`src/rtl/scli_pkg.sv`:
```
// ----------------------------------------------------------------------------
// scli_pkg
// Shared types and constants for the sorted cursor list insert block.
// ----------------------------------------------------------------------------
package scli_pkg;

    localparam int KEY_W     = 64;
    localparam int PAY_W     = 64;
    localparam int PTR_W     = 8;
    localparam int CNT_W     = 8;
    localparam int DEF_NODES = 255;

    localparam logic [PTR_W-1:0] NIL     = 8'hFF;
    localparam logic [CNT_W-1:0] CNT_MAX = 8'hFF;

    typedef enum logic [2:0] {
        S_IDLE,
        S_READ,
        S_SPLICE,
        S_LINK,
        S_DONE
    } t_state;

    typedef enum logic [1:0] {
        OC_INSERTED  = 2'd0,
        OC_DUPLICATE = 2'd1,
        OC_FULL      = 2'd2
    } t_outcome;

    typedef struct packed {
        t_outcome          outcome;
        logic [PTR_W-1:0]  node_used;
        logic [CNT_W-1:0]  inserted_count;
        logic              batch_done;
    } t_result;

endpackage

```
`src/rtl/scli_out.sv`:
```
// ----------------------------------------------------------------------------
// scli_out
// Result register: holds one finished result until the consumer takes it.
// ----------------------------------------------------------------------------
module scli_out
    import scli_pkg::*;
(
    input  logic    i_clk,
    input  logic    i_rst_n,
    input  logic    i_res_valid,
    output logic    o_res_ready,
    input  t_result i_res,
    output logic    o_valid,
    input  logic    i_stall,
    output t_result o_res
);

    logic    r_valid, n_valid;
    t_result r_res, n_res;

    assign o_res_ready = !r_valid || !i_stall;

    always_comb begin
        n_valid = r_valid;
        n_res   = r_res;
        if (o_res_ready) begin
            n_valid = i_res_valid;
            if (i_res_valid) begin
                n_res = i_res;
            end
        end
    end

    always_ff @(posedge i_clk) begin
        if (!i_rst_n) begin
            r_valid <= 1'b0;
        end else begin
            r_valid <= n_valid;
        end
    end

    always_ff @(posedge i_clk) begin
        r_res <= n_res;
    end

    assign o_valid = r_valid;
    assign o_res   = r_res;

endmodule

```
`config.mk`:
```
export PLATFORM = sky130hd
export DESIGN_NAME = scli_out
export DESIGN_NICKNAME = d
export VERILOG_FILES = /design/src/rtl/scli_pkg.sv /design/src/rtl/scli_out.sv
export SDC_FILE = /design/constraint.sdc
export NUM_CORES = 1
export LEC_CHECK = 0
export ABC_CLOCK_PERIOD_IN_PS = 1800
export BUFFER_PORTS_ARGS = -buffer_cell sky130_fd_sc_hd__buf_4
export CORE_MARGIN = 5
export CORE_UTILIZATION = 38
export DETAILED_ROUTE_END_ITERATION = 16
export HOLD_SLACK_MARGIN = 0.06
export PLACE_DENSITY = 0.76
export RECOVER_POWER = 50
export SLEW_MARGIN = 20
export SYNTH_ARGS = -nofsm -noshare
export SYNTH_HDL_FRONTEND = slang
export SYNTH_SLANG_ARGS = --single-unit
export TNS_END_PERCENT = 50
```
`constraint.sdc`:
```
create_clock -name i_clk -period 1.8 [get_ports i_clk]
set_clock_uncertainty 0.2 [all_clocks]
set_input_delay 0.45 -clock i_clk [delete_from_list [all_inputs] [get_ports i_clk]]
set_output_delay 0.45 -clock i_clk [all_outputs]
set_load 0.02 [all_outputs]
```
==> metrics.md <==
| Metric | Value |
|---|---|
| Critical path capture point type | `output pin` |
| Initial core utilization | `40.1%` |
| Synthesized area per cell | `25.5 um^2` |
| Total track usage | `9.87%` |
| RSZ-0062 raised after global routing | `no` |
| PortBufs | `43` |
| Mapped Area | `612 um^2` |
| Fillers | `119` |
| Die area | `2510 um^2` |
| Placement Rows | `14` |
| Hold Path Class | `in -> reg` |
| Clk slew on worst S/H paths | `100 ps` |
| TritonCTS clock tree | `built` |
| I/O pins | `44` |
| Worst Reg2Reg Path Length in Cells | `3` |
| WL/cell | `13.4 um` |
| # resized after CTS | `0` |
| Chip Width | `50.1 um` |
| Worst skew pair latency | `280 ps` |
| Primary FF master, synth | `edfxtp_1` |
| Core Area | `1520 um^2` |
| #FFs+latches synth | `20` |
| Post-synth cell types | `6` |
| Leakage | `0.421 nW` |
| Pwr Total | `0.876 mW` |
| Power per Cell Area | `888 nW/um^2` |
| Status | `finished, final reports clean` |
| FMAX | `660 MHz` |
| Residual DRC | `0` |
| Post-route insts no fill | `88` |
| Htree depth | `1` |
| Via Count | `386` |
| TritonCTS Buffers | `3` |
| Syn Nets | `47` |
| Gate Count Post-Synth | `24` |
| CTS sink cnt | `20` |
| # setup viols final | `0` |
| Final WL | `1180 um` |
| Area of the multi-input gates | `21.3 um^2` |
| Final #Nets | `96` |
| Min Tclk post-route | `1510 ps` |
| Hold Vio Cnt, Final | `0` |
| Top post-synthesis cells by area | `edfxtp_1 93%, dfxtp_1 3.3%, and2_1 1.0%` |
| Overflow after GRT | `0` |
| Initial antenna violation count | `0` |
| Largest net degree at the start of global routing | `20` |
| CP required | `1150 ps` |
| ANT nets after route | `0` |
| Ys async rst share | `0%` |
| Max_slew headroom | `70.5%` |
| CTS root buf | `clkbuf_4` |
| Setup Buffers After CTS | `0` |
| Fraction of layout cells with a size suffix above 1 | `65.3%` |
| Max cap viols | `0` |
| Seq/Total Area, Yosys | `96.5%` |
| First-pass GRT wire length | `1820 um` |
| Crit-path max FO | `3` |
| Die Ht | `50.1 um` |
| Slew Limit Fails | `0` |
| GPL Wtd Cong | `0.687` |
| YS warnings | `0` |
| Hold Path Cell Cnt | `1` |
| Sum Neg Setup Slack | `0 ps` |
| Peak supply drop | `0.516 mV` |
| Worst setup SP type | `flip-flop` |
| Crit path arrival time | `860 ps` |
| Post-synth EDFFs | `19` |
| Post-synth top area share | `93.3%` |
| Critical setup path kind | `reg -> out` |
| Cell Count Post-Placement | `84` |
| Vias in the first global route | `406` |
| Diode count | `0` |
| Drt initial violations | `7` |
| Slew @ Worst Pin | `442 ps` |
| CTS Buffer Depth | `2` |
| DR vias/cell | `4.39` |
| Area grow syn2layout | `61.1%` |
| Register area | `591 um^2` |
| CTS Hold Bufs | `0` |
| Most numerous cell in the Yosys netlist | `edfxtp_1` |
| Pre-Repair DR Iteration Count | `2` |
| Final worst-path cycle share | `84.2%` |
| Synth area leader | `edfxtp_1` |
final cells by class:
class,instances,area share (%)
Clock buffer,4,2.66
Multi-Input combinational cell,4,2.16
Sequential cell,20,59.9
Tap cell,16,2.03
Timing Repair Buffer,44,33.2
metal layers:
metal	track usage [%]	part of all wire, %	up-vias
li1	-	-	189
met1	8.95	30	177
met2	18.8	58	20
met3	3.92	12	0
met4	3.93	0	0
met5	0	0	-
cell usage in the layout, fill, tap and decap left out, drive strengths merged:
master  Yosys  routed
a21oi       1       1
and2        1       1
buf         0      24
clkbuf      0      24
dfxtp       1       1
edfxtp     19      19
nand2       1       1
nor2b       1       1
per-stage QoR:
step                util, %  hold WS, ps  worst slack (ps)  cell area [um^2]
global placement       64.0          318               340               975
detailed placement     64.0          334               313               975
floorplan                 -          349              50.2               612
finish                 64.7          157               285               986
global route           64.7          129               234               986
CTS                    65.7          128               278              1000
registers in the layout, summed over array words and instances, names as in the netlist:
register / cells
o_valid: 1
o_res: 19
where the power goes:
group          leakage, nW  switching, mW  internal, mW
combinational        0.214         0.0609        0.0619
clock               0.0150          0.119        0.0859
sequential           0.192        0.00753         0.541
total                0.421          0.187         0.689
path summary, 6_finish.rpt:
path	startpoint	to	slack [ps]
max reg2reg	o_valid	o_res[16]	340
min	i_res[5]	o_res[5]	160
max	o_valid	o_res_ready	290
min reg2reg	o_valid	o_valid	340
worst max-delay path, cell delays in order (launching register included):
cell	delay, ps
dfxtp_1	360
nand2_1	70
buf_4	160
cells by family after synthesis:
family and share of synthesized area (%):
flip-flops 96.5, AO/OA/AOI/OAI 0.817, AND/OR/NAND/NOR 2.66
(Power assumes the default switching activity.)
